<file path="config.mk">
export PLATFORM = sky130hd
export DESIGN_NAME = glyph_alpha_blend_blitter
export DESIGN_NICKNAME = d
export VERILOG_FILES = /design/src/design/gaab_pkg.sv /design/src/design/glyph_alpha_blend_blitter.sv
export SDC_FILE = /design/constraint.sdc
export NUM_CORES = 1
export LEC_CHECK = 0
export ABC_AREA = 1
export BUFFER_PORTS_ARGS = -buffer_cell sky130_fd_sc_hd__buf_4
export CORE_MARGIN = 3
export CORE_UTILIZATION = 35
export DETAILED_ROUTE_END_ITERATION = 8
export PLACE_DENSITY = 0.57
export SLEW_MARGIN = 5
export SYNTH_ARGS = -nofsm -noshare
export SYNTH_HDL_FRONTEND = slang
export SYNTH_SLANG_ARGS = --single-unit
</file>
<file path="constraint.sdc">
create_clock -name aclk -period 9 [get_ports aclk]
set_input_delay 0.9 -clock aclk [delete_from_list [all_inputs] [get_ports aclk]]
set_output_delay 0.9 -clock aclk [all_outputs]
set_load 0.01 [all_outputs]
</file>
<file path="src/design/gaab_pkg.sv">
// ----------------------------------------------------------------------------
// gaab_pkg
// Shared types and constants for the glyph alpha blend blitter: register
// map, ARGB8888 field layout and the staged pixel word.
// ----------------------------------------------------------------------------
package gaab_pkg;

    // Register map (word index = paddr[4:2])
    localparam int unsigned REG_IDX_W = 3;
    localparam int unsigned PADDR_W   = 5;

    localparam logic [REG_IDX_W-1:0] REG_ORIGIN_X     = 3'd0;
    localparam logic [REG_IDX_W-1:0] REG_ORIGIN_Y     = 3'd1;
    localparam logic [REG_IDX_W-1:0] REG_OFFSET_X     = 3'd2;
    localparam logic [REG_IDX_W-1:0] REG_OFFSET_Y     = 3'd3;
    localparam logic [REG_IDX_W-1:0] REG_GLYPH_WIDTH  = 3'd4;
    localparam logic [REG_IDX_W-1:0] REG_GLYPH_HEIGHT = 3'd5;

    // Reset sizes of the glyph
    localparam logic [7:0] GLYPH_WIDTH_RST  = 8'd8;
    localparam logic [7:0] GLYPH_HEIGHT_RST = 8'd8;

    // ARGB8888 layout and alpha codes
    localparam logic [7:0] ALPHA_CLEAR  = 8'd0;
    localparam logic [7:0] ALPHA_OPAQUE = 8'd255;
    localparam int unsigned ALPHA_LSB = 24;
    localparam int unsigned RED_LSB   = 16;
    localparam int unsigned GREEN_LSB = 8;
    localparam int unsigned BLUE_LSB  = 0;

    typedef logic [31:0] argb_t;
    typedef logic [7:0]  chan_t;

    // Pixel word held in the input stage register
    typedef struct packed {
        argb_t      src;
        argb_t      bg;
        logic [7:0] column;
        logic [7:0] row;
        logic       last;
    } pix_stage_t;

endpackage

</file>
<file path="src/design/glyph_alpha_blend_blitter.sv">
// ----------------------------------------------------------------------------
// glyph_alpha_blend_blitter
// Places glyph pixels on the surface and blends ARGB8888 source over the
// background (source-over, divide by 255 truncated).
// ----------------------------------------------------------------------------
// The block takes one glyph pixel (with the surface pixel beneath it) per
// clock unless a side stalls, and returns one write word per pixel through
// the input stage register and then the result register. Throughput is one
// word per cycle when not stalled: the column/row counters advance at the
// input edge, and the three channel blends plus the coordinate adds sit in
// one combinational pass between the two registers. Either side may stall;
// the input stage keeps accepting while the result register is being drained.
// Configuration is written over the APB-style port while no glyph is in
// flight; the counters are not touched by register writes.
module glyph_alpha_blend_blitter (
    input  logic        aclk,
    input  logic        aresetn,
    // configuration port
    input  logic        psel,
    input  logic        penable,
    input  logic        pwrite,
    input  logic [gaab_pkg::PADDR_W-1:0] paddr,
    input  logic [31:0] pwdata,
    output logic [31:0] prdata,
    output logic        pready,
    // pixel input
    input  logic        s_valid,
    output logic        s_ready,
    input  logic [31:0] s_source_pixel,
    input  logic [31:0] s_background_pixel,
    // write words out
    output logic        m_valid,
    input  logic        m_ready,
    output logic        m_write_enable,
    output logic [15:0] m_write_x,
    output logic [15:0] m_write_y,
    output logic [31:0] m_write_color,
    output logic        m_last_pixel
);

    // Configuration registers
    logic [15:0] origin_x_reg;
    logic [15:0] origin_y_reg;
    logic [7:0]  offset_x_reg;
    logic [7:0]  offset_y_reg;
    logic [7:0]  glyph_width_reg;
    logic [7:0]  glyph_height_reg;

    logic [gaab_pkg::REG_IDX_W-1:0] reg_idx;
    logic                           cfg_wr;

    // Counters and pipeline
    logic [7:0]          column_reg, column_next;
    logic [7:0]          row_reg, row_next;
    logic                row_end, glyph_end;
    gaab_pkg::pix_stage_t stage_reg;
    logic                stage_valid_reg;
    logic                stage_adv;
    logic                s_accept;

    logic        out_valid_reg;
    logic        out_we_reg;
    logic [15:0] out_x_reg;
    logic [15:0] out_y_reg;
    logic [31:0] out_color_reg;
    logic        out_last_reg;

    logic        res_we;
    logic [15:0] res_x;
    logic [15:0] res_y;
    logic [31:0] res_color;
    gaab_pkg::chan_t alpha;
    gaab_pkg::chan_t blend_r, blend_g, blend_b;

    assign pready  = 1'b1;
    assign reg_idx = paddr[gaab_pkg::PADDR_W-1:2];
    assign cfg_wr  = psel && penable && pwrite && pready;

    // Register writes; unmapped indexes are dropped
    always_ff @(posedge aclk) begin
        if (!aresetn) begin
            origin_x_reg     <= '0;
            origin_y_reg     <= '0;
            offset_x_reg     <= '0;
            offset_y_reg     <= '0;
            glyph_width_reg  <= gaab_pkg::GLYPH_WIDTH_RST;
            glyph_height_reg <= gaab_pkg::GLYPH_HEIGHT_RST;
        end else if (cfg_wr) begin
            case (reg_idx)
                gaab_pkg::REG_ORIGIN_X:     origin_x_reg     <= pwdata[15:0];
                gaab_pkg::REG_ORIGIN_Y:     origin_y_reg     <= pwdata[15:0];
                gaab_pkg::REG_OFFSET_X:     offset_x_reg     <= pwdata[7:0];
                gaab_pkg::REG_OFFSET_Y:     offset_y_reg     <= pwdata[7:0];
                gaab_pkg::REG_GLYPH_WIDTH:  glyph_width_reg  <= pwdata[7:0];
                gaab_pkg::REG_GLYPH_HEIGHT: glyph_height_reg <= pwdata[7:0];
                default: ;
            endcase
        end
    end

    // Register readback
    always_comb begin
        case (reg_idx)
            gaab_pkg::REG_ORIGIN_X:     prdata = {16'd0, origin_x_reg};
            gaab_pkg::REG_ORIGIN_Y:     prdata = {16'd0, origin_y_reg};
            gaab_pkg::REG_OFFSET_X:     prdata = {24'd0, offset_x_reg};
            gaab_pkg::REG_OFFSET_Y:     prdata = {24'd0, offset_y_reg};
            gaab_pkg::REG_GLYPH_WIDTH:  prdata = {24'd0, glyph_width_reg};
            gaab_pkg::REG_GLYPH_HEIGHT: prdata = {24'd0, glyph_height_reg};
            default:                    prdata = '0;
        endcase
    end

    // Handshake: each stage moves when the one after it is free or draining
    assign stage_adv = !out_valid_reg || m_ready;
    assign s_ready   = !stage_valid_reg || stage_adv;
    assign s_accept  = s_valid && s_ready;

    // Row / glyph end; a size of 0 behaves as 1
    assign row_end   = ({1'b0, column_reg} + 9'd1) >= {1'b0, glyph_width_reg};
    assign glyph_end = row_end && (({1'b0, row_reg} + 9'd1) >= {1'b0, glyph_height_reg});

    always_comb begin
        column_next = column_reg;
        row_next    = row_reg;
        if (glyph_end) begin
            column_next = '0;
            row_next    = '0;
        end else if (row_end) begin
            column_next = '0;
            row_next    = row_reg + 8'd1;
        end else begin
            column_next = column_reg + 8'd1;
        end
    end

    always_ff @(posedge aclk) begin
        if (!aresetn) begin
            column_reg <= '0;
            row_reg    <= '0;
        end else if (s_accept) begin
            column_reg <= column_next;
            row_reg    <= row_next;
        end
    end

    // Input stage register
    always_ff @(posedge aclk) begin
        if (!aresetn) begin
            stage_valid_reg <= 1'b0;
        end else if (s_ready) begin
            stage_valid_reg <= s_valid;
        end
    end

    always_ff @(posedge aclk) begin
        if (s_accept) begin
            stage_reg.src    <= s_source_pixel;
            stage_reg.bg     <= s_background_pixel;
            stage_reg.column <= column_reg;
            stage_reg.row    <= row_reg;
            stage_reg.last   <= glyph_end;
        end
    end

    // Target coordinates, modulo 2^16
    assign res_x = origin_x_reg + {8'd0, stage_reg.column}
                 + {{8{offset_x_reg[7]}}, offset_x_reg};
    assign res_y = origin_y_reg + {8'd0, stage_reg.row}
                 + {{8{offset_y_reg[7]}}, offset_y_reg};

    // Channel blend: (s*a + d*(255-a)) / 255, sum fits 16 bits;
    // (x + 1 + (x >> 8)) >> 8 is exact over that range
    function automatic gaab_pkg::chan_t blend_chan(input gaab_pkg::chan_t s,
                                                   input gaab_pkg::chan_t d,
                                                   input gaab_pkg::chan_t a);
        logic [15:0] sum;
        logic [16:0] adj;
        sum = (16'(s) * 16'(a)) + (16'(d) * 16'(gaab_pkg::ALPHA_OPAQUE - a));
        adj = {1'b0, sum} + 17'd1 + {9'd0, sum[15:8]};
        return adj[15:8];
    endfunction

    assign alpha   = stage_reg.src[gaab_pkg::ALPHA_LSB +: 8];
    assign blend_r = blend_chan(stage_reg.src[gaab_pkg::RED_LSB +: 8],
                                stage_reg.bg[gaab_pkg::RED_LSB +: 8], alpha);
    assign blend_g = blend_chan(stage_reg.src[gaab_pkg::GREEN_LSB +: 8],
                                stage_reg.bg[gaab_pkg::GREEN_LSB +: 8], alpha);
    assign blend_b = blend_chan(stage_reg.src[gaab_pkg::BLUE_LSB +: 8],
                                stage_reg.bg[gaab_pkg::BLUE_LSB +: 8], alpha);

    // Color select by alpha
    always_comb begin
        if (alpha == gaab_pkg::ALPHA_CLEAR) begin
            res_we    = 1'b0;
            res_color = '0;
        end else if (alpha == gaab_pkg::ALPHA_OPAQUE) begin
            res_we    = 1'b1;
            res_color = stage_reg.src;
        end else begin
            res_we    = 1'b1;
            res_color = {gaab_pkg::ALPHA_OPAQUE, blend_r, blend_g, blend_b};
        end
    end

    // Result register
    always_ff @(posedge aclk) begin
        if (!aresetn) begin
            out_valid_reg <= 1'b0;
        end else if (stage_adv) begin
            out_valid_reg <= stage_valid_reg;
        end
    end

    always_ff @(posedge aclk) begin
        if (stage_adv && stage_valid_reg) begin
            out_we_reg    <= res_we;
            out_x_reg     <= res_x;
            out_y_reg     <= res_y;
            out_color_reg <= res_color;
            out_last_reg  <= stage_reg.last;
        end
    end

    assign m_valid        = out_valid_reg;
    assign m_write_enable = out_we_reg;
    assign m_write_x      = out_x_reg;
    assign m_write_y      = out_y_reg;
    assign m_write_color  = out_color_reg;
    assign m_last_pixel   = out_last_reg;

endmodule

</file>
# Word-level counts from Yosys, hierarchy flattened
# Index checks and enable logic that the tools add are counted.
# word_totals
reg_bits	221
output_inout_bits	101
elab_cells	78
in_bits	108
# classes
muxes	7
addsub	18
magnitude_cmp	2
reduce_logical	19
multipliers	6
eq_ne	6
# op_table
cell	n
$pmux W16 S6	1
$add A16 B16 Y16	5
$add A16 B8 Y16	5
$add A16 B1 Y16 const B	3
$mul A8 B8 Y16	3
$mul A8 B16 Y16	2
$mux W32	1
$mux W8	4
$add A8 B1 Y9 const B	2
$ge A9 B8 Y1	2
$add A8 B1 Y8 const B	2
$mul A9 B9 Y16	1
$reduce_and A2 Y1	7
$sub A8 B8 Y9 const A	1
$eq A8 B8 Y1 const B	1
$logic_not A8 Y1	1
$eq A3 B2 Y1 const B	2
$eq A3 B3 Y1 const B	2
$logic_and A1 B1 Y1	5
$eq A3 B1 Y1 const B	1
$logic_not A3 Y1	1
$logic_not A1 Y1	2
$logic_or A1 B1 Y1	2
$reduce_bool A2 Y1	1
$mux W1	1

# Longest topological paths before layout
# depth
word_depth	6
mapped_depth	38
mapped_depth_nobuf	36

# Least setup slack after synthesis
# OpenSTA, ideal clock, no wires.
# synth_path
path_kind	register to register
from	reg stage_reg (netlist bit alpha[1])
to	reg out_color_reg[15] (netlist: m_write_color[15]) (data pin)
arrival_time_ns	6.354
path_slack_ns	2.389
t_required_ns	8.743
path_stages_with_launch	34
period_less_slack_ns	6.611
n_path_buf	2
setup_ns	0.257
cell_sequence	edfxtp_1 > clkbuf_1 > buf_1 > nand2_1 > fa_1 > fa_1 > inv_1 > fa_1 > fa_1 > fa_1 > inv_1 > fa_1 > inv_1 > ha_1 > nand2_1 > nor2_1 > nand3_1 > nand3_1 > nand2_1 > a21oi_1 > nor2_1 > xor2_1 > ha_1 > inv_1 > nor2_4 > inv_1 > nor2_1 > inv_1 > nor2_1 > nand2_1 > nand3_1 > nand2_1 > nor2_1 > nor2_1
# synth_via
elab_chain_len	6
word_cells_on_any_way	9
classes_between	add/sub (4); mul (2); eq/ne (1); mux (1); reduce/logical (1)
# synth_rtl
item	line_no	rtl
from (decl)	glyph_alpha_blend_blitter.sv:56	gaab_pkg::pix_stage_t stage_reg;
$sub A8 B8 Y9	glyph_alpha_blend_blitter.sv:179	sum = (16'(s) * 16'(a)) + (16'(d) * 16'(gaab_pkg::ALPHA_OPAQUE - a));
$mul A8 B16 Y16	glyph_alpha_blend_blitter.sv:179	
$add A16 B16 Y16	glyph_alpha_blend_blitter.sv:179	
$add A16 B1 Y16	glyph_alpha_blend_blitter.sv:180	adj = {1'b0, sum} + 17'd1 + {9'd0, sum[15:8]};
$add A16 B8 Y16	glyph_alpha_blend_blitter.sv:180	
$mux W32	glyph_alpha_blend_blitter.sv:197	end else if (alpha == gaab_pkg::ALPHA_OPAQUE) begin
to (signal assigned)	glyph_alpha_blend_blitter.sv:220	out_color_reg <= res_color;
to (decl)	glyph_alpha_blend_blitter.sv:65	logic [31:0] out_color_reg;
# Several ways; a longest one is shown, not always the timed one.
# A chain may end at the register's enable or synchronous reset.

# Worst setup path after layout
# layout_path
from	reg stage_reg (netlist bit alpha[4])
to	reg out_color_reg[17] (netlist: m_write_color[17]) (data pin)
# Same word-level chain as after synthesis.

==> impl_metrics.yaml <==
clock_network:
  clockBufferDepth: 3
  cts.sinks: 221
  ctsRootBufferMaster: "clkbuf_16"
  holdBufCountCts: 0
  htree_levels: 1
  cts_made_buffers: 29
  cts_setup_buffers: 0
  clock_latency_ps: 610
  post_cts_resized: 0
  cts_tree: "yes"
  path_clk_slew_ps: 60
sta:
  max_freq_mhz: 134
  finalWorstSetupSlack_ps: 1520
  fin_tns_setup_ps: 0
  relSlewSlack_pct: 27.3
  hold_viol: 0
  rsz0062_at_grt: "no"
  period_needed_ps: 7480
  tightest_slew_ps: 1090
  period_share_pct: 83.1
  holdWs_ps: 431
  setup_viol: 0
  fin_skew_ps: 32.8
  slew_violations: 0
route:
  routed_via_density: 4.64
  via_count: 19800
  drtPass1Iterations: 8
  initialDrtViolationCount: 1229
  wl_um: 67800
  drc_errors: 0
  wl_per_cell_um: 15.9
  detail-route-antenna-nets: 0
layout:
  seq_area_mm2: 0.00582
  fillCellCount: 7357
  nets: 3974
  drive_gt1_share_pct: 8.93
  syn_to_final_growth_pct: 12.8
  largest_register_ffs: 65
  multiInputGateArea_mm2: 0.0164
die:
  die_area_mm2: 0.0764
  pin_count: 209
  initial_core_util_pct: 35.6
  core-area_mm2: 0.0720
  die_h_um: 276
  fp.dieW_um: 276
  num_rows: 98
yosys:
  ys_ff_latch: 221
  synth_warnings: 0
  synth_area_leaders: "fa_1 24%, edfxtp_1 16%, ha_1 13%, inv_1 11%, nand2_1 9.3%"
  synthCells: 3159
  synth_area_mm2: 0.0256
  ys_types: 54
  netlist.top_cell.by_area: "fa_1"
  synth_ff_type: "edfxtp_1"
  ys_async_sr_fraction_pct: 0
  synth_top_cell_area_share_pct: 23.9
  synth-edff-count: 139
  synth.avg_cell_area_um2: 8.10
  ys_seq_area_share_pct: 22.7
grt:
  antenna_found_initial: 11
  grt.total_usage_pct: 18.0
  grt_overflow: 0
  grt_pass1_wl_um: 110000
  grt_pass1_vias: 20100
  grt_max_degree: 74
worst_hold_path:
  hp-class: "flop to flop"
  hold_start: "stage_reg[0]"
setup_path:
  cp_data_required_time_ps: 9370
  end_kind: "flop"
  rrSetupSlack_ps: 1520
  cp_slowest_cell: "edfxtp_1"
  worstSetupStartpointType: "flop"
  critical_path_class: "flop to flop"
  max_stage_delay_ps: 690
  critPathArrivalTime_ps: 7850
  crit-reg2reg-launch: "alpha[4]"
  crit_path_start: "alpha[4]"
  cp_max_fo: 13
placed_design:
  gp_congestion: 0.874
  dp_slack_ps: 1490
  hpwlAfterDp_um: 52800
  port_buffers: 165
run_status:
  outcome: "complete, no violations"
run:
  max_cap_viol_count: 0
==> cells by family (layout without fill, tap and decap cells) <==
kind of cell | after synthesis | after routing | synth area share [%]
xor+xnor | 76 | 76 | 2.82
simple gates | 1120 | 1120 | 18.2
flops | 221 | 221 | 22.7
other cells | 2 | 25 | 0.0293
compound gates | 274 | 274 | 5.87
buf+inv | 892 | 1030 | 13.4
fa+ha+maj | 574 | 574 | 37.0
==> through the flow <==
| step | area [um^2] | util, % | std cells |
|---|---|---|---|
| detailed placement | 27800 | 38.7 | 4211 |
| global route | 28900 | 40.1 | 4265 |
| global placement | 27800 | 38.7 | 4211 |
| floorplan | 25700 | - | 3177 |
| CTS | 28900 | 40.1 | 4265 |
| finish | 28900 | 40.1 | 4270 |
==> layer usage <==
| layer | GRT usage, % | up-vias | wire, um |
|---|---|---|---|
| met5 | 0 | - | 87 |
| met4 | 3.43 | 14 | 1320 |
| met3 | 3.48 | 69 | 4330 |
| met2 | 29.2 | 439 | 30300 |
| met1 | 25.1 | 9400 | 31800 |
| li1 | - | 9875 | - |
==> path summary, 6_finish.rpt <==
| check | end | cells after the start |
|---|---|---|
| setup / recovery | m_write_color[17] | 29 |
| hold / removal | m_last_pixel | 0 |
| setup reg to reg | m_write_color[17] | 29 |
| hold reg to reg | m_last_pixel | 0 |
==> Yosys cell counts, types with 11 or more instances <==
library cell	number
nand4_1	33
a21oi_1	121
buf_4	17
nor2_1	280
nand3b_1	11
ha_1	269
xnor2_1	24
fa_1	305
nand2_1	631
edfxtp_1	139
dfxtp_1	82
inv_1	771
xor2_1	46
clkbuf_1	75
nand3_1	116
o21ai_0	103
==> worst max-delay path: cells and delay by family, from the launching register on <==
kind                       cells  cell delay (ps)
AOI/OAI and AO/OA              3              470
xor gates and xnor gates       1              290
adders and majority gates      8             3610
buffers and inverters          7              900
DFF                            1              690
and+or+nand+nor               10             1270
==> placed cells by master (no fill, tap or decap), types with 4 or more instances in the layout <==
master and instances:
nor2_1 280, fa_1 305, conb_1 20, edfxtp_1 139
nor3_1 8, nand3_2 9, clkinv_2 4, nor2_2 4
buf_4 190, clkbuf_16 29, dfxtp_1 82, nand2_1 631
ha_1 269, o21bai_1 7, nand3_1 116, bufinv_16 4
xnor2_1 24, nand2_2 10, inv_6 5, a22o_1 8
xor2_2 4, inv_1 770, nand3b_1 11, xor2_1 46
clkinv_1 9, diode_2 5, nand4_1 33, a31oi_1 4
o22ai_1 9, a21oi_1 120, o21ai_0 103, nor3_2 5
inv_2 8
==> layout make-up <==
cell class,count,area share [%]
Antenna cell,5,0.0433
Clock buffer,31,2.57
Clock inverter,23,0.980
Inverter,786,10.2
Multi-Input combinational cell,2064,57.0
Sequential cell,221,20.1
Tap cell,950,4.12
Timing Repair Buffer,190,4.94
Power is left out: the tool's default activity adds up to more than one toggle a clock period on the data nets, which glitch-free logic cannot reach.
